<file path="src/rtl/matrix_product_engine_assert.svh">
// Assertion macros shared by the matrix product engine modules.
`ifndef MATRIX_PRODUCT_ENGINE_ASSERT_SVH
`define MATRIX_PRODUCT_ENGINE_ASSERT_SVH

// Check that cons holds in the same cycle whenever ante holds.
`define MPE_ASSERT_NOW(label, ante, cons, msg) \
  label: assert property (@(posedge clk_i) disable iff (!rst_ni) \
    (ante) |-> (cons)) else $error(msg);

// Check that cons holds in the cycle after ante holds.
`define MPE_ASSERT_NEXT(label, ante, cons, msg) \
  label: assert property (@(posedge clk_i) disable iff (!rst_ni) \
    (ante) |=> (cons)) else $error(msg);

`endif

</file>
<file path="src/rtl/mpe_pkg.sv">
// Types, codes and helpers shared by the matrix product engine.
`timescale 1ns / 1ps
package mpe_pkg;

  localparam int MAX_DIM_DEF    = 16;
  localparam int DATA_WIDTH_DEF = 32;

  localparam int SIZE_W = 5;  // width of a size register
  localparam int CFG_W  = 2;  // width of the register index

  localparam logic [CFG_W-1:0] CFG_ROWS_A    = 2'd0;
  localparam logic [CFG_W-1:0] CFG_INNER_DIM = 2'd1;
  localparam logic [CFG_W-1:0] CFG_COLS_B    = 2'd2;

  localparam logic [1:0] CMD_WRITE_A = 2'd0;
  localparam logic [1:0] CMD_WRITE_B = 2'd1;
  localparam logic [1:0] CMD_READ_C  = 2'd2;

  localparam logic [1:0] STATUS_OK    = 2'd0;
  localparam logic [1:0] STATUS_RANGE = 2'd1;
  localparam logic [1:0] STATUS_SAT   = 2'd2;

  typedef struct packed {
    logic [1:0]         command;
    logic [3:0]         row_index;
    logic [3:0]         col_index;
    logic signed [31:0] element_value;
  } in_item_t;

  typedef struct packed {
    logic signed [31:0] product_value;
    logic [1:0]         status;
  } out_item_t;

  typedef struct packed {
    logic clear;   // zero the accumulator
    logic mul_en;  // register the product of the read data
    logic acc_en;  // add the shifted product into the accumulator
  } mac_ctl_t;

  typedef enum logic [1:0] {
    ST_IDLE,
    ST_RUN,
    ST_DRAIN,
    ST_DONE
  } seq_state_e;

  // Clamp a size register to the array dimension.
  function automatic logic [SIZE_W-1:0] eff_size(logic [SIZE_W-1:0] v, int unsigned max_dim);
    logic [SIZE_W-1:0] r;
    r = v;
    if (int'(v) > int'(max_dim)) begin
      r = SIZE_W'(max_dim);
    end
    return r;
  endfunction

endpackage

</file>
<file path="src/rtl/mpe_mac.sv">
// Shared multiply-accumulate unit with Q16.16 rescale and 32-bit saturation.
`timescale 1ns / 1ps
module mpe_mac
  import mpe_pkg::*;
#(
  parameter int MAX_DIM    = MAX_DIM_DEF,
  parameter int DATA_WIDTH = DATA_WIDTH_DEF
) (
  input  logic                  clk_i,
  input  logic [DATA_WIDTH-1:0] a_i,
  input  logic [DATA_WIDTH-1:0] b_i,
  input  mac_ctl_t              ctl_i,
  output logic signed [31:0]    sum_o,
  output logic                  sat_o
);

  localparam int ELEM_W  = (DATA_WIDTH < 32) ? DATA_WIDTH : 32;
  localparam int PROD_W  = 2 * ELEM_W;
  localparam int TERM_W  = PROD_W - 16;
  localparam int ACC_RAW = TERM_W + $clog2(MAX_DIM) + 1;
  localparam int ACC_W   = (ACC_RAW > 33) ? ACC_RAW : 33;

  localparam logic signed [ACC_W-1:0] SAT_HI = ACC_W'(signed'(32'h7FFF_FFFF));
  localparam logic signed [ACC_W-1:0] SAT_LO = ACC_W'(signed'(32'h8000_0000));

  logic signed [ELEM_W-1:0] a_s, b_s;
  logic signed [PROD_W-1:0] prod_q;
  logic signed [TERM_W-1:0] term;
  logic signed [ACC_W-1:0]  acc_q;

  // Stored values are sign-extended, so the low bits carry the whole value.
  assign a_s  = signed'(a_i[ELEM_W-1:0]);
  assign b_s  = signed'(b_i[ELEM_W-1:0]);
  // Arithmetic shift right by 16: keep the upper product bits.
  assign term = signed'(prod_q[PROD_W-1:16]);

  always_ff @(posedge clk_i) begin
    if (ctl_i.mul_en) begin
      prod_q <= a_s * b_s;
    end
    if (ctl_i.clear) begin
      acc_q <= '0;
    end else if (ctl_i.acc_en) begin
      acc_q <= acc_q + ACC_W'(term);
    end
  end

  always_comb begin
    sat_o = 1'b0;
    sum_o = acc_q[31:0];
    if (acc_q > SAT_HI) begin
      sat_o = 1'b1;
      sum_o = 32'sh7FFF_FFFF;
    end else if (acc_q < SAT_LO) begin
      sat_o = 1'b1;
      sum_o = signed'(32'h8000_0000);
    end
  end

endmodule

</file>
<file path="config.mk">
export PLATFORM = sky130hd
export DESIGN_NAME = mpe_mac
export DESIGN_NICKNAME = d
export VERILOG_FILES = /design/src/rtl/matrix_product_engine_assert.svh /design/src/rtl/mpe_pkg.sv /design/src/rtl/mpe_mac.sv
export SDC_FILE = /design/constraint.sdc
export NUM_CORES = 2
export LEC_CHECK = 0
export BUFFER_PORTS_ARGS = -buffer_cell sky130_fd_sc_hd__buf_2
export CAP_MARGIN = 20
export CORE_ASPECT_RATIO = 1.2
export CORE_MARGIN = 2
export CORE_UTILIZATION = 50
export CTS_BUF_LIST = sky130_fd_sc_hd__clkbuf_4 sky130_fd_sc_hd__clkbuf_8 sky130_fd_sc_hd__clkbuf_16
export DETAILED_ROUTE_END_ITERATION = 10
export PLACE_DENSITY = 0.69
export RECOVER_POWER = 25
export SYNTH_ARGS = -nofsm -noshare
export SYNTH_HDL_FRONTEND = slang
export SYNTH_SLANG_ARGS = --single-unit
export TNS_END_PERCENT = 50
</file>
<file path="constraint.sdc">
create_clock -name clk_i -period 9.32 [get_ports clk_i]
set_input_delay 0 -clock clk_i [delete_from_list [all_inputs] [get_ports clk_i]]
set_output_delay 0 -clock clk_i [all_outputs]
set_load 0.05 [all_outputs]
</file>
### Word level (Yosys, flattened, before mapping)

Cells that the tools add are included.

| word-level totals | value |
|---|---|
| flip-flop bits (word level) | 117 |
| latch bits | 0 |
| memory bits (writable) | 0 |
| memory bits (read-only) | 0 |
| output and inout bits | 33 |
| logic and storage cells | 10 |
| memories | 0 |

| operators by class | value |
|---|---|
| add/sub/neg operators | 1 |
| $mul | 1 |
| div/mod/pow operators | 0 |
| order comparisons | 2 |
| equal/unequal tests | 0 |
| shifts and indexed selects | 0 |
| muxes and demuxes | 4 |
| bitwise gates (word level) | 0 |
| reduce and logical (&&, ||, !) cells | 0 |

Operators by type and width:

| operator | count |
|---|---|
| multiplier 32 x 32 -> 64 bit | 1 |
| two-way mux 32 bit | 2 |
| adder 53 x 48 -> 53 bit | 1 |
| > comparator 53 x 32 -> 1 bit (second input constant) | 1 |
| less-than comparator 53 x 32 -> 1 bit (second input constant) | 1 |
| two-way mux 1 bit | 2 |

### Depth between registers and ports, before layout

| depth | value |
|---|---|
| depth after elaboration | 3 |
| mapped depth | 28 |
| mapped depth without buffers | 27 |

### Least setup slack after synthesis

No wires, ideal clock.

| path | value |
|---|---|
| kind | input to register |
| start | input port b_i[2] |
| end | register prod_q[63] (data pin) |
| setup time | 260 ps |
| arrival time | 7494 ps |
| required time | 9060 ps |
| path slack | 1566 ps |
| stages on the path | 26 |
| path buffers | 2 |
| cell sequence | clkbuf_1 > nand2_1 > inv_1 > fa_1 > fa_1 > fa_1 > fa_1 > inv_1 > fa_1 > inv_1 > fa_1 > inv_1 > fa_1 > inv_1 > fa_1 > ha_1 > clkbuf_1 > nand3_1 > nor4_1 > nand2_1 > or2_2 > o221ai_1 > o211ai_1 > o211ai_1 > a21oi_1 > xnor2_1 |

| between the ends | value |
|---|---|
| word-level cells in the longest chain between the ends | 1 |

Ends and longest elaborated chain:

| what | line | RTL |
|---|---|---|
| start: declaration | mpe_mac.sv:11 | `input logic [DATA_WIDTH-1:0] b_i,` |
| multiplier 32 x 32 -> 64 bit | mpe_mac.sv:39 | `prod_q <= a_s * b_s;` |
| end signal: assignment | mpe_mac.sv:39 |  |
| end: declaration | mpe_mac.sv:27 | `logic signed [PROD_W-1:0] prod_q;` |

No other way between the ends.
A chain may end at the register's enable or synchronous reset.

### Worst setup path in the final report

| path | value |
|---|---|
| start | input port a_i[31] |
| end | register prod_q[63] (data pin) |

| between the ends | value |
|---|---|
| word-level cells in the longest chain between the ends | 1 |

Ends and longest elaborated chain:

| what | line | RTL |
|---|---|---|
| start: declaration | mpe_mac.sv:10 | `input logic [DATA_WIDTH-1:0] a_i,` |
| multiplier 32 x 32 -> 64 bit | mpe_mac.sv:39 |  |

No other way between the ends.

==> Flow_metrics.wiki <==
{| class="wikitable"
! Metric !! Value
|-
| Proportion of synthesized chip area in sequential cells || 0.0596
|-
| Average detailed-routed wire length per instance || 21.0 um
|-
| CTS tree || done
|-
| Number of iterations in the first detailed-routing pass || 5
|-
| Vias in the first global route || 33690
|-
| Reg2reg setup slack || 5.47 ns
|-
| Arrival time reported for the critical path endpoint || 8.27 ns
|-
| Number of standard cells after synthesis || 4501
|-
| Number of distinct standard cells referenced by the synthesized netlist || 80
|-
| Crit path setup slack, layout || 1.17 ns
|-
| Critical path endpoint || prod_q[63]$_DFFE_PP_
|-
| H-tree lvl count || 3
|-
| Synthesized netlist net count || 5883
|-
| WP data required || 9.43 ns
|-
| Reg-to-reg endpoint || acc_q[52]$_SDFFE_PP0P_
|-
| Type of the most critical hold path || in2reg
|-
| Type of the setup path with the least slack || in2reg
|-
| Library cell with the largest summed area after synthesis || sky130_fd_sc_hd__fa_1
|-
| Clock input transition at the sequential cells of the worst setup and hold paths || 0.07 ns
|-
| Die outline area || 86400 um2
|-
| Post-synthesis instance area || 42000 um2
|-
| Placed inst area || 43600 um2
|-
| Final core utilization || 0.527
|-
| Result of the run || finished, violations left
|-
| Final critical-path share of the clock period || 0.875
|-
| Clock Latency Late Sink || 0.37 ns
|-
| Final Cell Area || 43900 um2
|-
| Maximum fanout along the worst path || 32
|-
| Number of buffers added by the clock tree synthesis step || 9
|-
| Final nets || 5828
|-
| Via count || 30543
|-
| Critical path endpoint category || register
|-
| Placeable core region || 83300 um2
|-
| Pin count of the biggest net entering global routing || 61
|-
| Clock skew || 0.00982 ns
|-
| Number of flops mapped to enable cells by yosys || 48
|-
| Share of flip-flops with an asynchronous set or reset || 0
|-
| Final Max Slew Viols || 49
|-
| Transition time of the tightest slew-check pin || 2.97 ns
|-
| I/O pin count || 101
|-
| Detail Route Antenna Nets || 0
|-
| Reg2reg path depth || 13
|-
| Antenna violations before repair || 2
|-
| Overall routed net length || 117000 um
|-
| Number of register bits inferred by synthesis || 101
|-
| Remaining global-route overflow || 0
|-
| Port Buffers || 100
|-
| Height of the chip || 322 um
|-
| Setup TNS Final || 0 ns
|-
| Clock Sink Count || 101
|-
| Final Setup Violations || 0
|-
| Max-cap violations || 1
|-
| Count of hold buffers inserted by post-cts repair || 0
|-
| GRT Resource Usage Total || 0.284
|-
| Count of routing violations after the opening detailed-route iteration || 1994
|-
| Worst setup path start || a_i[31]
|-
| Nature of the critical path startpoint || input pin
|-
| Highest attainable clock frequency || 0.123 GHz
|-
| Post CTS Setup Buffer Count || 0
|-
| Worst relative slew slack || -0.981
|-
| Horizontal die dimension || 269 um
|-
| Placed wire-length estimate after detailed placement || 93300 um
|-
| # diodes || 0
|-
| Most instantiated flip-flop cell in the synthesis netlist || sky130_fd_sc_hd__dfxtp_1
|-
| Number of gates resized after CTS || 0
|-
| Average cell area after synthesis || 9.33 um2
|-
| Worst-case setup slack after placement || 0.758 ns
|-
| CTS Root Cell || sky130_fd_sc_hd__clkbuf_16
|-
| Min Clock Period, post-route || 8.15 ns
|-
| Number of vias per cell || 5.48
|-
| Top area cells in the synthesized netlist || sky130_fd_sc_hd__fa_1, sky130_fd_sc_hd__inv_1, sky130_fd_sc_hd__and2_1
|-
| Number of warning messages in the yosys log || 0
|-
| Violated checks || max-capacitance violations, max-slew violations
|-
| Routability Congestion || 0.953
|-
| Portion of synthesized cell area occupied by the leading cell type || 0.516
|-
| Initial standard-cell utilization of the core || 0.504
|-
| Unrepaired setup endpoints after global routing || false
|-
| Hold violation total from the final report || 0
|-
| Clock buffer depth || 2
|-
| Worst reg2reg path startpoint || acc_q[0]$_SDFFE_PP0P_
|-
| Ratio of cells with drive above 1 in the final layout || 0.0470
|-
| Residual DRC count || 0
|-
| Cell row count || 116
|-
| Area growth syn-to-layout || 4.40%
|-
| Global-route wire length before repair || 187000 um
|}
-- cell families after synthesis --
group | count (synthesis) | synth area share
AO/OA/AOI/OAI | 321 | 0.0526
buffers and inverters | 1238 | 0.111
XOR/XNOR | 92 | 0.0192
AND/OR/NAND/NOR | 1401 | 0.165
adder cells (fa/ha/maj) | 1314 | 0.585
flip-flops | 101 | 0.0596
multiplexers | 34 | 0.00828
-- flip-flops by register name (all words and copies together) (netlist names) --
signal / flops
acc_q: 53
prod_q: 48
-- how the worst min path moves through the flow --
stage                                 startpoint                     end  slack (ns)  cells after the start
after floorplan                         ctl_i[1]    prod_q[16]$_DFFE_PP_        0.11                      0
after global placement    acc_q[20]$_SDFFE_PP0P_  acc_q[20]$_SDFFE_PP0P_        0.49                      2
after detailed placement  acc_q[20]$_SDFFE_PP0P_  acc_q[20]$_SDFFE_PP0P_        0.49                      2
after CTS                               ctl_i[2]  acc_q[39]$_SDFFE_PP0P_        0.26                      3
after global routing                    ctl_i[2]  acc_q[39]$_SDFFE_PP0P_        0.31                      3
final                                   ctl_i[2]  acc_q[25]$_SDFFE_PP0P_        0.27                      3
-- synth_stat cells, drive strengths merged, types with 52 or more instances --
library cell and count:
nor2 96, nand2 625, xnor2 66, a21oi 96
inv 1010, ha 232, clkbuf 225, fa 1082
dfxtp 53, o21ai 54, a21o 52, and2 502
-- per-layer routing --
layer  vias up  track usage  share of wire
li1      13150            -              -
met1     15768        0.364           0.39
met2      1304        0.482           0.48
met3       321       0.0496          0.082
met4         0        0.109          0.045
met5         -            0              0
-- critical path: stages --
cell and delay (ns):
sky130_fd_sc_hd__buf_2 0.52, sky130_fd_sc_hd__nand2_1 0.24, sky130_fd_sc_hd__inv_1 0.13, sky130_fd_sc_hd__fa_1 0.40, sky130_fd_sc_hd__inv_1 0.26, sky130_fd_sc_hd__fa_1 0.46
sky130_fd_sc_hd__inv_1 0.25, sky130_fd_sc_hd__fa_1 0.50, sky130_fd_sc_hd__fa_1 0.58, sky130_fd_sc_hd__inv_1 0.25, sky130_fd_sc_hd__fa_1 0.57, sky130_fd_sc_hd__inv_1 0.06
sky130_fd_sc_hd__fa_1 0.53, sky130_fd_sc_hd__inv_1 0.05, sky130_fd_sc_hd__fa_1 0.47, sky130_fd_sc_hd__inv_1 0.05, sky130_fd_sc_hd__fa_1 0.45, sky130_fd_sc_hd__ha_1 0.43
sky130_fd_sc_hd__nand3_1 0.15, sky130_fd_sc_hd__nor4_1 0.39, sky130_fd_sc_hd__nand2_1 0.12, sky130_fd_sc_hd__or2_2 0.29, sky130_fd_sc_hd__o221ai_1 0.34, sky130_fd_sc_hd__o211ai_1 0.22
sky130_fd_sc_hd__o211ai_1 0.28, sky130_fd_sc_hd__a21oi_1 0.12, sky130_fd_sc_hd__xnor2_1 0.13
-- through the flow --
step	hold WS [ns]	std cells
floorplan	0.112	4501
global placement	0.493	5556
detailed placement	0.495	5556
CTS	0.264	5572
finish	0.266	5572
global route	0.305	5572
-- cell usage in the layout, fill, tap and decap left out, types with 4 or more instances in the layout --
| cell | n |
|---|---|
| sky130_fd_sc_hd__fa_1 | 1082 |
| sky130_fd_sc_hd__inv_1 | 1010 |
| sky130_fd_sc_hd__nand2_1 | 625 |
| sky130_fd_sc_hd__and2_1 | 502 |
| sky130_fd_sc_hd__ha_1 | 232 |
| sky130_fd_sc_hd__buf_2 | 100 |
| sky130_fd_sc_hd__nor2_1 | 96 |
| sky130_fd_sc_hd__a21oi_1 | 94 |
| sky130_fd_sc_hd__xnor2_1 | 66 |
| sky130_fd_sc_hd__buf_4 | 60 |
| sky130_fd_sc_hd__dfxtp_1 | 53 |
| sky130_fd_sc_hd__a21o_1 | 52 |
| sky130_fd_sc_hd__edfxtp_1 | 48 |
| sky130_fd_sc_hd__o21ai_0 | 42 |
| sky130_fd_sc_hd__nor2b_1 | 36 |
| sky130_fd_sc_hd__mux2i_1 | 31 |
| sky130_fd_sc_hd__nand3_1 | 29 |
| sky130_fd_sc_hd__nor3_1 | 27 |
| sky130_fd_sc_hd__xor2_1 | 26 |
| sky130_fd_sc_hd__nand4_1 | 23 |
| sky130_fd_sc_hd__nand2b_1 | 20 |
| sky130_fd_sc_hd__o21a_1 | 14 |
| sky130_fd_sc_hd__and3_1 | 12 |
| sky130_fd_sc_hd__a211oi_1 | 12 |
| sky130_fd_sc_hd__o21bai_1 | 11 |
| sky130_fd_sc_hd__o211ai_1 | 9 |
| sky130_fd_sc_hd__clkbuf_16 | 9 |
| sky130_fd_sc_hd__o21ai_1 | 8 |
| sky130_fd_sc_hd__nor4_1 | 6 |
| sky130_fd_sc_hd__or2_2 | 5 |
| sky130_fd_sc_hd__a21boi_0 | 5 |
| sky130_fd_sc_hd__o2111ai_1 | 4 |
| sky130_fd_sc_hd__o21ai_2 | 4 |
| sky130_fd_sc_hd__a31oi_1 | 4 |
| sky130_fd_sc_hd__o22ai_1 | 4 |
-- final cells by class --
type,count,area [um2]
Clock buffer,9,225
Clock inverter,7,72.6
Fill cell,7639,39400
Inverter,1010,3790
Multi-Input combinational cell,3162,34900
Sequential cell,101,2500
Tap cell,1121,1400
Timing Repair Buffer,162,975
Power is left out: the tool's default activity adds up to more than one toggle a clock period on the data nets, which glitch-free logic cannot reach.
