File: src/rtl/matrix_product_engine_assert.svh
// Assertion macros shared by the matrix product engine modules.
`ifndef MATRIX_PRODUCT_ENGINE_ASSERT_SVH
`define MATRIX_PRODUCT_ENGINE_ASSERT_SVH

// Check that cons holds in the same cycle whenever ante holds.
`define MPE_ASSERT_NOW(label, ante, cons, msg) \
  label: assert property (@(posedge clk_i) disable iff (!rst_ni) \
    (ante) |-> (cons)) else $error(msg);

// Check that cons holds in the cycle after ante holds.
`define MPE_ASSERT_NEXT(label, ante, cons, msg) \
  label: assert property (@(posedge clk_i) disable iff (!rst_ni) \
    (ante) |=> (cons)) else $error(msg);

`endif

File: src/rtl/mpe_pkg.sv
// Types, codes and helpers shared by the matrix product engine.
`timescale 1ns / 1ps
package mpe_pkg;

  localparam int MAX_DIM_DEF    = 16;
  localparam int DATA_WIDTH_DEF = 32;

  localparam int SIZE_W = 5;  // width of a size register
  localparam int CFG_W  = 2;  // width of the register index

  localparam logic [CFG_W-1:0] CFG_ROWS_A    = 2'd0;
  localparam logic [CFG_W-1:0] CFG_INNER_DIM = 2'd1;
  localparam logic [CFG_W-1:0] CFG_COLS_B    = 2'd2;

  localparam logic [1:0] CMD_WRITE_A = 2'd0;
  localparam logic [1:0] CMD_WRITE_B = 2'd1;
  localparam logic [1:0] CMD_READ_C  = 2'd2;

  localparam logic [1:0] STATUS_OK    = 2'd0;
  localparam logic [1:0] STATUS_RANGE = 2'd1;
  localparam logic [1:0] STATUS_SAT   = 2'd2;

  typedef struct packed {
    logic [1:0]         command;
    logic [3:0]         row_index;
    logic [3:0]         col_index;
    logic signed [31:0] element_value;
  } in_item_t;

  typedef struct packed {
    logic signed [31:0] product_value;
    logic [1:0]         status;
  } out_item_t;

  typedef struct packed {
    logic clear;   // zero the accumulator
    logic mul_en;  // register the product of the read data
    logic acc_en;  // add the shifted product into the accumulator
  } mac_ctl_t;

  typedef enum logic [1:0] {
    ST_IDLE,
    ST_RUN,
    ST_DRAIN,
    ST_DONE
  } seq_state_e;

  // Clamp a size register to the array dimension.
  function automatic logic [SIZE_W-1:0] eff_size(logic [SIZE_W-1:0] v, int unsigned max_dim);
    logic [SIZE_W-1:0] r;
    r = v;
    if (int'(v) > int'(max_dim)) begin
      r = SIZE_W'(max_dim);
    end
    return r;
  endfunction

endpackage

File: src/rtl/mpe_seq.sv
// Sequencer: command decode, store addressing and dot-product stepping.
`timescale 1ns / 1ps
module mpe_seq
  import mpe_pkg::*;
#(
  parameter int MAX_DIM = MAX_DIM_DEF
) (
  input  logic                                 clk_i,
  input  logic                                 rst_ni,
  input  logic                                 in_valid_i,
  input  in_item_t                             in_item_i,
  input  logic [SIZE_W-1:0]                    nr_i,
  input  logic [SIZE_W-1:0]                    nk_i,
  input  logic [SIZE_W-1:0]                    nc_i,
  input  logic                                 out_free_i,
  output logic                                 in_stall_o,
  output logic                                 a_we_o,
  output logic                                 b_we_o,
  output logic [$clog2(MAX_DIM*MAX_DIM)-1:0]   waddr_o,
  output logic                                 rd_en_o,
  output logic [$clog2(MAX_DIM*MAX_DIM)-1:0]   a_raddr_o,
  output logic [$clog2(MAX_DIM*MAX_DIM)-1:0]   b_raddr_o,
  output mac_ctl_t                             mac_ctl_o,
  output logic                                 load_out_o,
  output logic                                 err_o
);

  localparam int ADDR_W = $clog2(MAX_DIM * MAX_DIM);
  localparam int KW     = $clog2(MAX_DIM);
  localparam int CW     = KW + 1;

  seq_state_e state_q, state_d;
  logic [KW-1:0] k_q, k_d;
  logic [3:0]    row_q, row_d, col_q, col_d;
  logic          err_q, err_d;
  logic          rd_v_q, mul_v_q;
  logic          accept, row_in_r, row_in_k, col_in_c, col_in_k, last_k;

  assign accept   = in_valid_i && (state_q == ST_IDLE);
  assign row_in_r = {1'b0, in_item_i.row_index} < nr_i;
  assign row_in_k = {1'b0, in_item_i.row_index} < nk_i;
  assign col_in_c = {1'b0, in_item_i.col_index} < nc_i;
  assign col_in_k = {1'b0, in_item_i.col_index} < nk_i;
  assign last_k   = (CW'(k_q) + CW'(1)) == CW'(nk_i);

  assign waddr_o   = ADDR_W'(ADDR_W'(in_item_i.row_index) * ADDR_W'(MAX_DIM)
                     + ADDR_W'(in_item_i.col_index));
  assign a_raddr_o = ADDR_W'(ADDR_W'(row_q) * ADDR_W'(MAX_DIM) + ADDR_W'(k_q));
  assign b_raddr_o = ADDR_W'(ADDR_W'(k_q) * ADDR_W'(MAX_DIM) + ADDR_W'(col_q));

  assign in_stall_o = (state_q != ST_IDLE);
  assign err_o      = err_q;

  always_ff @(posedge clk_i or negedge rst_ni) begin
    if (!rst_ni) begin
      state_q <= ST_IDLE;
      k_q     <= '0;
      err_q   <= 1'b0;
      rd_v_q  <= 1'b0;
      mul_v_q <= 1'b0;
    end else begin
      state_q <= state_d;
      k_q     <= k_d;
      err_q   <= err_d;
      rd_v_q  <= rd_en_o;
      mul_v_q <= rd_v_q;
    end
  end

  always_ff @(posedge clk_i) begin
    row_q <= row_d;
    col_q <= col_d;
  end

  always_comb begin
    state_d          = state_q;
    k_d              = k_q;
    row_d            = row_q;
    col_d            = col_q;
    err_d            = err_q;
    a_we_o           = 1'b0;
    b_we_o           = 1'b0;
    rd_en_o          = 1'b0;
    load_out_o       = 1'b0;
    mac_ctl_o.clear  = 1'b0;
    mac_ctl_o.mul_en = rd_v_q;
    mac_ctl_o.acc_en = mul_v_q;
    unique case (state_q)
      ST_IDLE: begin
        if (accept) begin
          row_d = in_item_i.row_index;
          col_d = in_item_i.col_index;
          k_d   = '0;
          case (in_item_i.command)
            CMD_WRITE_A: a_we_o = row_in_r && col_in_k;
            CMD_WRITE_B: b_we_o = row_in_k && col_in_c;
            CMD_READ_C: begin
              mac_ctl_o.clear = 1'b1;
              if (!(row_in_r && col_in_c)) begin
                err_d   = 1'b1;
                state_d = ST_DONE;
              end else begin
                err_d   = 1'b0;
                // An empty inner dimension sums to zero.
                state_d = (nk_i == '0) ? ST_DRAIN : ST_RUN;
              end
            end
            default: ;
          endcase
        end
      end
      ST_RUN: begin
        rd_en_o = 1'b1;
        if (last_k) begin
          state_d = ST_DRAIN;
        end else begin
          k_d = k_q + KW'(1);
        end
      end
      ST_DRAIN: begin
        if (!rd_v_q && !mul_v_q) begin
          state_d = ST_DONE;
        end
      end
      ST_DONE: begin
        if (out_free_i) begin
          load_out_o = 1'b1;
          state_d    = ST_IDLE;
        end
      end
      default: state_d = ST_IDLE;
    endcase
  end

`include "matrix_product_engine_assert.svh"

  `MPE_ASSERT_NOW(a_mul_follows_read, mul_v_q, $past(rd_v_q), "product stage without a read")
  `MPE_ASSERT_NOW(a_done_drained, state_q == ST_DONE, !rd_v_q && !mul_v_q, "result before drain")
  `MPE_ASSERT_NOW(a_no_write_busy, in_stall_o, !a_we_o && !b_we_o, "store write while busy")

endmodule

File: config.mk
export PLATFORM = sky130hd
export DESIGN_NAME = mpe_seq
export DESIGN_NICKNAME = d
export VERILOG_FILES = /design/src/rtl/mpe_pkg.sv /design/src/rtl/mpe_seq.sv
export VERILOG_INCLUDE_DIRS = /design/src /design/src/rtl
export SDC_FILE = /design/constraint.sdc
export NUM_CORES = 1
export LEC_CHECK = 0
export ABC_AREA = 1
export BUFFER_PORTS_ARGS = -buffer_cell sky130_fd_sc_hd__buf_2
export CAP_MARGIN = 15
export CORE_UTILIZATION = 48
export CTS_BUF_LIST = sky130_fd_sc_hd__clkbuf_4
export CTS_CLUSTER_DIAMETER = 150
export DETAILED_ROUTE_END_ITERATION = 6
export PLACE_DENSITY_LB_ADDON = 0.08
export SETUP_SLACK_MARGIN = 0.5
export SLEW_MARGIN = 20
export SYNTH_ARGS = -nofsm -noshare
export SYNTH_HDL_FRONTEND = slang
export SYNTH_SLANG_ARGS = --single-unit
export TNS_END_PERCENT = 10
File: constraint.sdc
create_clock -name clk_i -period 3.4 [get_ports clk_i]
set_input_delay 0.68 -clock clk_i [delete_from_list [all_inputs] [get_ports clk_i]]
set_output_delay 0.68 -clock clk_i [all_outputs]
set_load 0.02 [all_outputs]
Word-level counts from Yosys, hierarchy flattened
Index checks and enable logic that the tools add are counted.

Add/sub/neg operators: 5. $lt $le $gt $ge: 4. Equal/unequal tests: 12. Multiplexer cells: 24. Reduce and logical (&&, ||, !) cells: 16.

Operators with widths (count): 8-bit by 4-bit adder with 8-bit output (3); 4-bit by 5-bit less-than comparator with 1-bit output (4); 2-bit 2-to-1 mux (7); 1-bit 2-to-1 mux (13); 2-bit inequality test (second input constant) (5); 4-bit 2-to-1 mux (2); 2-bit case mux with 4 select lines (1); 4-bit case mux with 2 select lines (1); 2-bit == test (second input constant) (3); 3-bit AND reduction (2); 4-bit by 1-bit adder with 5-bit output (second input constant) (1); 5-bit == test (1); 1-bit logical AND (5); 5-bit zero test (1); 5-bit AND reduction (1); 4-bit by 1-bit adder with 4-bit output (second input constant) (1); 2-bit by 1-bit == test with 1-bit output (second input constant) (2); 2-bit zero test (2); 2-bit nonzero test (2); 1-bit zero test (2); 2-bit by 1-bit inequality test with 1-bit output (second input constant) (1); 2-bit AND reduction (1).

Flip-flop bits (word level): 17. Input port bits: 61. Output and inout bits: 33. Word-level logic and storage cells: 68.

Logic depth before layout (Yosys ltp)
Gate-level depths: netlist of the first run.

Depth after elaboration: 6. Depth in mapped cells: 12. Mapped depth without buffers: 12.

Worst setup path before layout of the first run
Ideal clock, no wire load.

Path kind: input -> output. Start point: input nr_i[2]. End point: output a_we_o. Arrival: 1.790 ns. Required time: 2.720 ns. Slack: 0.930 ns. Stages on the path: 9. Path buffers: 0. Cell sequence: inv_1 > ha_1 > nand2_1 > nand2_1 > nand2_1 > nand2_1 > nor2_1 > nand4_1 > a21oi_1.

Cells in the longest elaborated chain, start to end: 5.

Ends and longest elaborated chain: start: declaration (RTL line mpe_seq.sv:12) `input logic [SIZE_W-1:0] nr_i,`; 4-bit by 5-bit less-than comparator with 1-bit output (RTL line mpe_seq.sv:40) `assign row_in_r = {1'b0, in_item_i.row_index} < nr_i;`; 1-bit logical AND (RTL line mpe_seq.sv:95) `CMD_WRITE_A: a_we_o = row_in_r && col_in_k;`; 1-bit 2-to-1 mux (RTL line mpe_seq.sv:94) `case (in_item_i.command)`; 1-bit 2-to-1 mux (RTL line mpe_seq.sv:90) `if (accept) begin`; 1-bit 2-to-1 mux (RTL line mpe_seq.sv:88) `unique case (state_q)`; end: declaration (RTL line mpe_seq.sv:17) `output logic a_we_o,`.

Every way passes these cells.

Final worst setup path of the first run
Start point: input in_item_i[34] (netlist name). End point: output b_we_o.

Cells in the longest elaborated chain, start to end: 5.

Ends and longest elaborated chain: start: declaration (RTL line mpe_seq.sv:11) `input in_item_t in_item_i,`; 4-bit by 5-bit less-than comparator with 1-bit output (RTL line mpe_seq.sv:42) `assign col_in_c = {1'b0, in_item_i.col_index} < nc_i;`; 1-bit logical AND (RTL line mpe_seq.sv:96) `CMD_WRITE_B: b_we_o = row_in_k && col_in_c;`; 1-bit 2-to-1 mux (RTL line mpe_seq.sv:94); 1-bit 2-to-1 mux (RTL line mpe_seq.sv:90); 1-bit 2-to-1 mux (RTL line mpe_seq.sv:88); end: declaration (RTL line mpe_seq.sv:18) `output logic b_we_o,`.

Every way passes these cells.

==> results of run 1 <==
[worst max-delay path: stages]
cell and delay [ns]:
buf_2 0.12, ha_1 0.31, nand2_1 0.06, nand2_1 0.04
nand3_1 0.06, nand2_1 0.05, nor2_1 0.22, nand4_1 0.13
a21oi_1 0.15, buf_2 0.18
[per-layer routing]
| layer | vias up | part of all wire [%] |
|---|---|---|
| met5 | - | 0 |
| met3 | 4 | 5.4 |
| met1 | 577 | 52 |
| li1 | 717 | - |
| met4 | 0 | 0.92 |
| met2 | 44 | 42 |
[sequential cells by signal, indices dropped and copies added (netlist names)]
| register | flops |
|---|---|
| col_q | 4 |
| err_o | 1 |
| k_q | 4 |
| mul_v_q | 1 |
| rd_v_q | 1 |
| row_q | 4 |
| state_q | 2 |
[layout make-up]
cell class              count  area [sq um]
flip-flops and latches     17           465
repair buffers             61           305
multi-input cells         126           793
clock buffers               3          22.5
inverters                  40           150
well taps                  44          55.1
clock inverters             1          5.00
fillers                   318          1230
[kinds of logic after synthesis]
family          Yosys count  share of synthesized area (%)
compound gates           12                           4.77
xor+xnor                  1                          0.575
fa+ha+maj                17                           14.0
buf+inv                  55                           17.5
flops                    17                           30.6
simple gates             96                           32.6
[per-stage QoR]
step	instance area, sq um	setup WS (ns)	total power, uW
2_1_floorplan	1520	0.930	763
3_3_place_gp	1770	0.642	880
3_5_place_dp	1770	0.665	883
4_1_cts	1790	0.654	994
5_1_grt	1800	0.593	1080
6_report	1800	0.722	986
[path summary, 6_finish.rpt]
check                      slack, ns       to  cells past startpoint           from
setup / recovery                0.72   b_we_o                     10  in_item_i[34]
hold / removal                  0.21   rd_v_q                      1         rst_ni
setup reg to reg                1.68   k_q[0]                      8         k_q[0]
hold reg to reg                 0.41  mul_v_q                      0         rd_v_q
max in group asynchronous       3.02   k_q[3]                      1         rst_ni
min in group clk_i              0.41  mul_v_q                      0         rd_v_q
[power by group]
| group | switching (uW) | internal [uW] |
|---|---|---|
| clock | 63.8 | 43.7 |
| combinational | 362 | 187 |
| sequential | 49.4 | 281 |
| total | 475 | 511 |
[cell usage in the layout (no fill, tap or decap), types with 2 or more instances in the layout]
master	synthesis	routed
inv_2	4	4
nand2_2	4	4
buf_2	0	61
nor3_1	3	3
edfxtp_1	8	8
o21a_1	3	3
clkbuf_4	0	3
nand2_4	2	2
ha_1	17	17
inv_1	36	36
nand3_2	8	8
dfrtp_1	9	9
a21oi_1	5	5
nand3_1	4	4
nand4_1	11	11
o21ai_1	2	2
nor2_1	13	12
nand2_1	48	48
==> metrics.csv, run 1 <==
metric,value,unit
status,"finished, final reports clean",
Rows,20,
largest area contributor in the netlist,edfxtp_1,
DR iter-0 viols,39,
"top cells by area, synth","edfxtp_1, dfrtp_1, ha_1",
Cells after DPL,288,
top-area cell type share of the netlist area,15.8,%
"Avg Cell Area, Syn",7.69,sq um
f_max,373,MHz
ant diodes,0,
Synth Instances,198,
Post-synth ARST share,52.9,%
Worst Path Max Fanout,4,
Main synth FF type,dfrtp_1,
met2 Use GR,27.1,%
"non-filler cells, final",292,
WP data required,2.72,ns
core box area,0.00303,sq mm
routed len/inst,10.1,um
"Setup violations, final",0,
maxcap violations,0,
share of cells above drive strength 1,35.1,%
clock slew at reported path FFs,0.11,ns
Seq cells post-synth,17,
Top Usage Layer GRT,met2,
Post-DRT Antenna Nets,0,
Slew @ Worst Pin,0.371,ns
Post-synth top cells,"nand2_1, inv_1, ha_1",
final slew viol count,0,
Synthesized Nets,276,
Die W,58.3,um
post-synthesis cell area,0.00152,sq mm
initial antenna violation count,0,
Fin Setup TNS,0,ns
met1 Track Usage GR,26.4,%
Post-synth EDFFs,8,
worst hold slack,0.210,ns
starting density of the core,50.3,%
CTS tree,yes,
Hold WC Path Type,in2async,
Fin. Hold Viols,0,
worst-skew pair later-pin latency,0.29,ns
kind of critical path,in2out,
Unique masters post-synth,24,
Post-CTS Hold Buffers,0,
DRT Pass-1 Iters,4,
Post-Route Utilization,59.3,%
# port buffers,61,
share of the yosys chip area belonging to registers,30.6,%
arrival time at the worst endpoint,2.00,ns
Overflow after GRT,0,
# resized after CTS,0,
RD Place Congestion,0.809,
CTS HTree Levels,1,
critical path launch point type,input pin,
number of remaining DRC errors,0,
HPWL after DPL,2450,um
Max IR drop VDD,0.387,mV
Ports,94,
Area Growth Syn to Fin,18.0,%
Die Ht,58.3,um
first-pass GRT wire length,4690,um
met3 Track Usage GR,2.64,%
Routed WL,2940,um
"count leader, synth",nand2_1,
GRT Resource Usage Total,18.0,%
Slew HR,75.2,%
Vias/cell,4.60,
total setup buffers inserted after CTS,0,
Clock Path Buffers,2,
clk_skew,0.0126,ns
static leakage,0.00105,uW
Root Buffer,clkbuf_4,
pwr dens,549,mW/mm^2
critical path endpoint category,output port,
fin crit period,2.68,ns
largest net degree at the start of global routing,11,
YS warnings,0,
vias in the first global route,1122,
TritonCTS Buffers,3,
Vias,1342,
Die Footprint,0.00340,sq mm
"Period Utilization, post-route",78.8,%
CTS sink cnt,17,
final-stage net count,327,
RSZ-0062 raised after global routing,no,
Power figures use the tool's default switching activity.
==> inputs of run 2 (changes only) <==
CORE_UTILIZATION = 45   (was 48)
clock period = 2.7 ns   (was 3.4 ns; I/O delays follow)
==> run 2 against run 1 <==
Net effect: power is 33% higher; first-iteration DRC count grew 10%; die area rose by 6.4%; sequential power increased by 27%; clock skew shrank 0.011 ns; final cell count is 2.7% higher; global-route usage increased by 1.4 points; non-clock buffer count is 8 higher; flip-flop and latch count stayed put; via count up 3.6%; critical endpoint is now a_we_o.
==> metrics.csv, run 2 (synthesized netlist as in run 1, its figures left out) <==
metric,value,unit,change
CTS tree,yes,,unchanged
GRT Resource Usage Total,19.4,%,was 18.0%
Overflow after GRT,0,,unchanged
Vias,1390,,"was 1,342"
reg2reg start,k_q[0],,unchanged
largest registers,"col_q: 4 flops, k_q: 4 flops, row_q: 4 flops",,unchanged
Post-DRT Antenna Nets,0,,unchanged
Vias/cell,4.63,,was 4.60
CP startpoint,state_q[0],,was in_item_i[34]
Fill cells,304,,was 318
HPWL after DPL,2390,um,was 2450 um
design area,0.00196,sq mm,was 0.00180 sq mm
Fin Setup TNS,0,ns,unchanged
met2 Use GR,31.2,%,was 27.1%
initial antenna violation count,0,,unchanged
"commonest non-fill, non-tap cell in the layout",buf_2,,unchanged
P_sw,620,uW,was 475 uW
CTS sink cnt,17,,unchanged
fin crit period,2.20,ns,
Area Growth Syn to Fin,28.7,%,was 18.0%
ant diodes,0,,unchanged
"Period Utilization, post-route",81.5,%,
register area,465,sq um,unchanged
footprint of the multi-input gates,857,sq um,was 793 sq um
crit path to,a_we_o,,was b_we_o
r2r worst-path depth,9,,was 8
WP data required,2.16,ns,was 2.72 ns
core box area,0.00313,sq mm,was 0.00303 sq mm
most frequent cells in the layout,"buf_2, nand2_1, inv_1, ha_1",,"was buf_2, nand2_1, inv_1, ha_1, nor2_1"
final-stage net count,335,,was 327
CTS HTree Levels,1,,unchanged
Worst Path Max Fanout,4,,unchanged
"Setup violations, final",0,,unchanged
final slew viol count,0,,unchanged
Die Footprint,0.00362,sq mm,was 0.00340 sq mm
critical path endpoint category,output port,,unchanged
Net Sw Frac,47.2,%,was 48.2%
Placed Area,0.00177,sq mm,about the same
met3 Track Usage GR,2.60,%,was 2.64%
Clock Power Share,11.2,%,was 10.9%
Slew @ Worst Pin,0.366,ns,was 0.371 ns
number of remaining DRC errors,0,,unchanged
share of cells above drive strength 1,41.8,%,was 35.1%
Max IR drop VDD,0.350,mV,was 0.387 mV
Die W,60.2,um,was 58.3 um
# port buffers,61,,unchanged
first-pass GRT wire length,5180,um,was 4690 um
FF-to-FF setup slack,0.94,ns,was 1.68 ns
part of the power in registers,31.7,%,was 33.5%
status,"finished, final reports clean",,unchanged
met1 Track Usage GR,26.2,%,was 26.4%
R2R Path End,state_q[1],,was k_q[0]
vias in the first global route,1217,,"was 1,122"
Die Ht,60.2,um,was 58.3 um
largest net degree at the start of global routing,11,,unchanged
arrival time at the worst endpoint,1.66,ns,was 2.00 ns
Slew HR,75.6,%,was 75.2%
TritonCTS Buffers,3,,unchanged
DRT Pass-1 Iters,4,,unchanged
Root Buffer,clkbuf_4,,unchanged
static leakage,0.00109,uW,was 0.00105 uW
starting density of the core,48.7,%,was 50.3%
DR iter-0 viols,43,,was 39
kind of critical path,reg2out,,was in2out
RSZ-0062 raised after global routing,yes,,was no
Fin. Hold Viols,0,,unchanged
RD Place Congestion,0.816,,was 0.809
routed len/inst,10.8,um,was 10.1 um
combinational group share of total power,57.1,%,was 55.6%
Hold WC Path Type,in2async,,unchanged
clk_skew,0.00195,ns,was 0.0126 ns
critical path launch point type,flop,,was input pin
Clock Path Buffers,2,,unchanged
maxcap violations,0,,unchanged
Top Usage Layer GRT,met2,,unchanged
Routed WL,3230,um,was 2940 um
worst-skew pair later-pin latency,0.29,ns,about the same
clock slew at reported path FFs,0.10,ns,was 0.11 ns
Rows,20,,unchanged
P_int,695,uW,was 511 uW
pwr dens,672,mW/mm^2,was 549 mW/mm^2
Ports,94,,unchanged
f_max,454,MHz,
[run 2: final cells by class]
type,instances,area share (%)
well taps,44,2.81
multi-input cells,126,43.7
repair buffers,69,20.2
clock buffers,4,1.53
flip-flops and latches,17,23.8
inverters,40,7.98
[run 2: critical path: stages (launching register included)]
cell and delay [ns]:
dfrtp_1 0.44, inv_1 0.10, ha_2 0.22, nand2_1 0.13
clkinvlp_4 0.11, nand4_1 0.10, a21oi_2 0.14, buf_6 0.13
[run 2: stage by stage]
step / hold slack, ns / std cells / power [uW] / worst slack (ns) / util, %
after floorplan: 0.244 / 198 / 961 / 0.510 / -
after global placement: 0.384 / 289 / 1110 / 0.316 / 56.7
after detailed placement: 0.387 / 289 / 1110 / 0.343 / 56.7
after CTS: 0.0817 / 299 / 1300 / 0.492 / 61.0
after global routing: 0.0847 / 300 / 1440 / 0.377 / 62.6
final: 0.0782 / 300 / 1320 / 0.499 / 62.6
[run 2: how the worst min path moves through the flow]
stage / slack (ns) / depth (start not counted) / end / start
after CTS: 0.08 / 1 / mul_v_q / rst_ni
after global routing: 0.08 / 1 / mul_v_q / rst_ni
after floorplan: 0.24 / 0 / err_o / rst_ni
final: 0.08 / 1 / rd_v_q / rst_ni
after global placement: 0.38 / 0 / mul_v_q / rd_v_q
after detailed placement: 0.39 / 0 / mul_v_q / rd_v_q
[run 2: power by group through the flow]
stage,Sequential [uW],Clock (uW),Combinational (uW)
after global placement,423,0,690
after floorplan,466,0,495
after detailed placement,424,0,691
after CTS,418,153,730
final,418,147,751
after global routing,429,163,849
[run 2: repair_timing]
action | 4_1_cts | 5_1_grt
pin swaps | 3 | 9
gates resized for setup | 10 | 14
setup buffers | 6 | 1
endpoints found under the setup margin | 2 | 3
hold buffers | 0 | 0
[run 2: routing by layer]
metal	routed length [um]	vias up
met5	0	-
met4	18	0
met3	136	2
met2	1480	37
met1	1600	618
li1	-	733
==> inputs of run 3 (changes only) <==
ABC_AREA = 0   (was 1)
CORE_UTILIZATION = 44   (was 45)
clock period = 2.3 ns   (was 2.7 ns; I/O delays follow)
==> run 3 against run 2 <==
Net effect: final cell count down 17%; combinational power increased by 46%; largest cell class unchanged; register-to-register slack lost 0.66 ns; critical endpoint is now b_we_o.
==> metrics.csv, run 3 <==
metric,value,unit,change
Clock Power Share,9.8,%,was 11.2%
DR iter-0 viols,24,,was 43
CP top delay family,compound AO/OA/AOI/OAI gates,,was flip-flops
Worst Path Buf+Inv,2,,was 3
Rows,20,,unchanged
post-synthesis cell area,0.00144,sq mm,was 0.00152 sq mm
"commonest non-fill, non-tap cell in the layout",buf_2,,unchanged
Most common cell on crit path,a21o_1,,
Slew @ Worst Pin,0.481,ns,was 0.366 ns
pre-CTS setup slack,0.0521,ns,was 0.343 ns
worst hold slack,0.344,ns,was 0.0782 ns
WP data required,1.84,ns,was 2.16 ns
Unique masters post-synth,41,,was 24
Routed WL,3470,um,was 3230 um
Max IR drop VDD,0.698,mV,was 0.350 mV
Vias/cell,5.12,,was 4.63
Post-synth ARST share,52.9,%,unchanged
Die Ht,59.1,um,was 60.2 um
number of remaining DRC errors,0,,unchanged
Synthesized Nets,227,,was 276
largest registers,"col_q: 4 flops, k_q: 4 flops, row_q: 4 flops",,unchanged
share of the yosys chip area belonging to registers,32.4,%,was 30.6%
CTS HTree Levels,1,,unchanged
Hold WC Path Type,in2reg,,was in2async
Fin. Hold Viols,0,,unchanged
"Setup violations, final",0,,unchanged
starting density of the core,46.6,%,was 48.7%
YS warnings,0,,unchanged
P_sw,842,uW,was 620 uW
clock slew at reported path FFs,0.12,ns,was 0.10 ns
r2r worst-path depth,6,,was 9
Seq cells post-synth,17,,unchanged
Overflow after GRT,0,,unchanged
most frequent cells in the layout,"buf_2, nor2_1, ha_4, buf_4",,"was buf_2, nand2_1, inv_1, ha_1"
"Period Utilization, post-route",90.7,%,
vias in the first global route,1220,,"was 1,217"
kind of critical path,in2out,,was reg2out
largest net degree at the start of global routing,15,,was 11
combinational group share of total power,60.9,%,was 57.1%
f_max,479,MHz,
final slew viol count,0,,unchanged
# port buffers,61,,unchanged
Crit path depth,7,,unchanged
first-pass GRT wire length,5370,um,was 5180 um
TritonCTS Buffers,3,,unchanged
Fill cells,263,,was 304
critical path endpoint category,output port,,unchanged
routed len/inst,13.9,um,was 10.8 um
GRT Resource Usage Total,20.7,%,was 19.4%
Clock Path Buffers,2,,unchanged
Post-synth top cells,"ha_1, buf_4, inv_1",,"was nand2_1, inv_1, ha_1"
CTS sink cnt,17,,unchanged
Post-synth EDFFs,8,,unchanged
worst-path cell chain,buf_4 > ha_4 > a21o_1 > a21o_1 > a21oi_2 > o221a_1 > buf_6,,was inv_1 > ha_2 > nand2_1 > clkinvlp_4 > nand4_1 > a21oi_2 > buf_6
"top cells by area, synth","edfxtp_1, dfrtp_1, ha_1",,unchanged
Die W,59.1,um,was 60.2 um
Hold Crit Depth,1,,
Final Power,1800,uW,was 1320 uW
share of cells above drive strength 1,51.2,%,was 41.8%
"count leader, synth",ha_1,,was nand2_1
Vias,1274,,"was 1,390"
maxcap violations,0,,unchanged
Critical-path top delay cell,ha_4,,was dfrtp_1
Slew HR,68.0,%,was 75.6%
part of the power in registers,29.3,%,was 31.7%
status,"finished, final reports clean",,unchanged
CTS tree,yes,,unchanged
worst-skew pair later-pin latency,0.31,ns,was 0.29 ns
Die Footprint,0.00349,sq mm,was 0.00362 sq mm
Worst Path Max Fanout,4,,unchanged
clk_skew,0.0146,ns,was 0.00195 ns
pwr dens,888,mW/mm^2,was 672 mW/mm^2
RSZ-0062 raised after global routing,yes,,unchanged
worst setup margin,0.214,ns,was 0.499 ns
crit-path max cell delay,0.23,ns,was 0.44 ns
Net Sw Frac,46.7,%,was 47.2%
RD Place Congestion,0.814,,was 0.816
largest area contributor in the netlist,edfxtp_1,,unchanged
critical path launch point type,input pin,,was flop
Post-DRT Antenna Nets,0,,unchanged
Ports,94,,unchanged
Area Growth Syn to Fin,41.6,%,was 28.7%
core box area,0.00308,sq mm,was 0.00313 sq mm
HPWL after DPL,2510,um,was 2390 um
arrival time at the worst endpoint,1.63,ns,was 1.66 ns
DRT Pass-1 Iters,4,,unchanged
Root Buffer,clkbuf_4,,unchanged
Synth Instances,149,,was 198
ant diodes,0,,unchanged
initial antenna violation count,0,,unchanged
Fin Setup TNS,0,ns,unchanged
top-area cell type share of the netlist area,16.7,%,was 15.8%
fin crit period,2.09,ns,
Main synth FF type,dfrtp_1,,unchanged
final-stage net count,284,,was 335
"Avg Cell Area, Syn",9.63,sq um,was 7.69 sq um
static leakage,0.000927,uW,was 0.00109 uW
P_int,962,uW,was 695 uW
==> run 3: kinds of logic after synthesis <==
logic type	synth area share (%)
AND/OR/NAND/NOR	19.4
buffers and inverters	12.6
AO/OA/AOI/OAI	15.1
adder cells (fa/ha/maj)	14.8
flip-flops	32.4
XOR/XNOR	3.58
multiplexers	2.18
==> run 3: path summary, 6_finish.rpt <==
path | from | endpoint | slack (ns)
max in group asynchronous | rst_ni | k_q[1] | 1.55
min in group asynchronous | rst_ni | state_q[1] | 0.52
min | in_item_i[38] | row_q[2] | 0.34
max reg2reg | k_q[0] | state_q[1] | 0.28
max | in_item_i[37] | b_we_o | 0.21
min reg2reg | rd_v_q | mul_v_q | 0.41
==> run 3: cell type report <==
| class | instances | area [sq um] | share of cell area, % |
|---|---|---|---|
| Multi-Input combinational cell | 101 | 987 | 48.6 |
| Sequential cell | 17 | 468 | 23.0 |
| Timing Repair Buffer | 69 | 429 | 21.1 |
| Inverter | 14 | 62.6 | 3.08 |
| Tap cell | 44 | 55.1 | 2.71 |
| Clock buffer | 3 | 22.5 | 1.11 |
| Clock inverter | 1 | 7.51 | 0.369 |
==> run 3: routing by layer <==
layer  vias up  track usage [%]  part of all wire, %
met5         -                0                    0
met4         0             9.18                 0.95
met3         4             2.62                  4.1
met2        43             39.8                   54
met1       594             22.5                   41
li1        633                -                    -
==> run 3: per-stage QoR <==
step / instances / util [%] / cell area, sq um
final: 249 / 66.0 / 2030
after global routing: 249 / 66.0 / 2030
after CTS: 249 / 64.4 / 1980
after detailed placement: 240 / 55.4 / 1710
after global placement: 240 / 55.4 / 1710
after floorplan: 149 / - / 1450
==> run 3: power by group through the flow <==
stage | Combinational (uW) | Sequential [uW] | Clock [uW]
after global placement | 950 | 534 | 0
final | 1100 | 529 | 177
after CTS | 1070 | 527 | 185
after floorplan | 719 | 591 | 0
after detailed placement | 974 | 545 | 0
after global routing | 1190 | 547 | 196
==> run 3: timing repair <==
item / CTS / global route
hold endpoints to repair: 9 / 0
buffers inserted: 4 / 0
hold buffers: 1 / 0
pin swaps: 11 / 10
cloned: 0 / 0
resized for setup: 40 / 15
setup endpoints to repair: 11 / 12
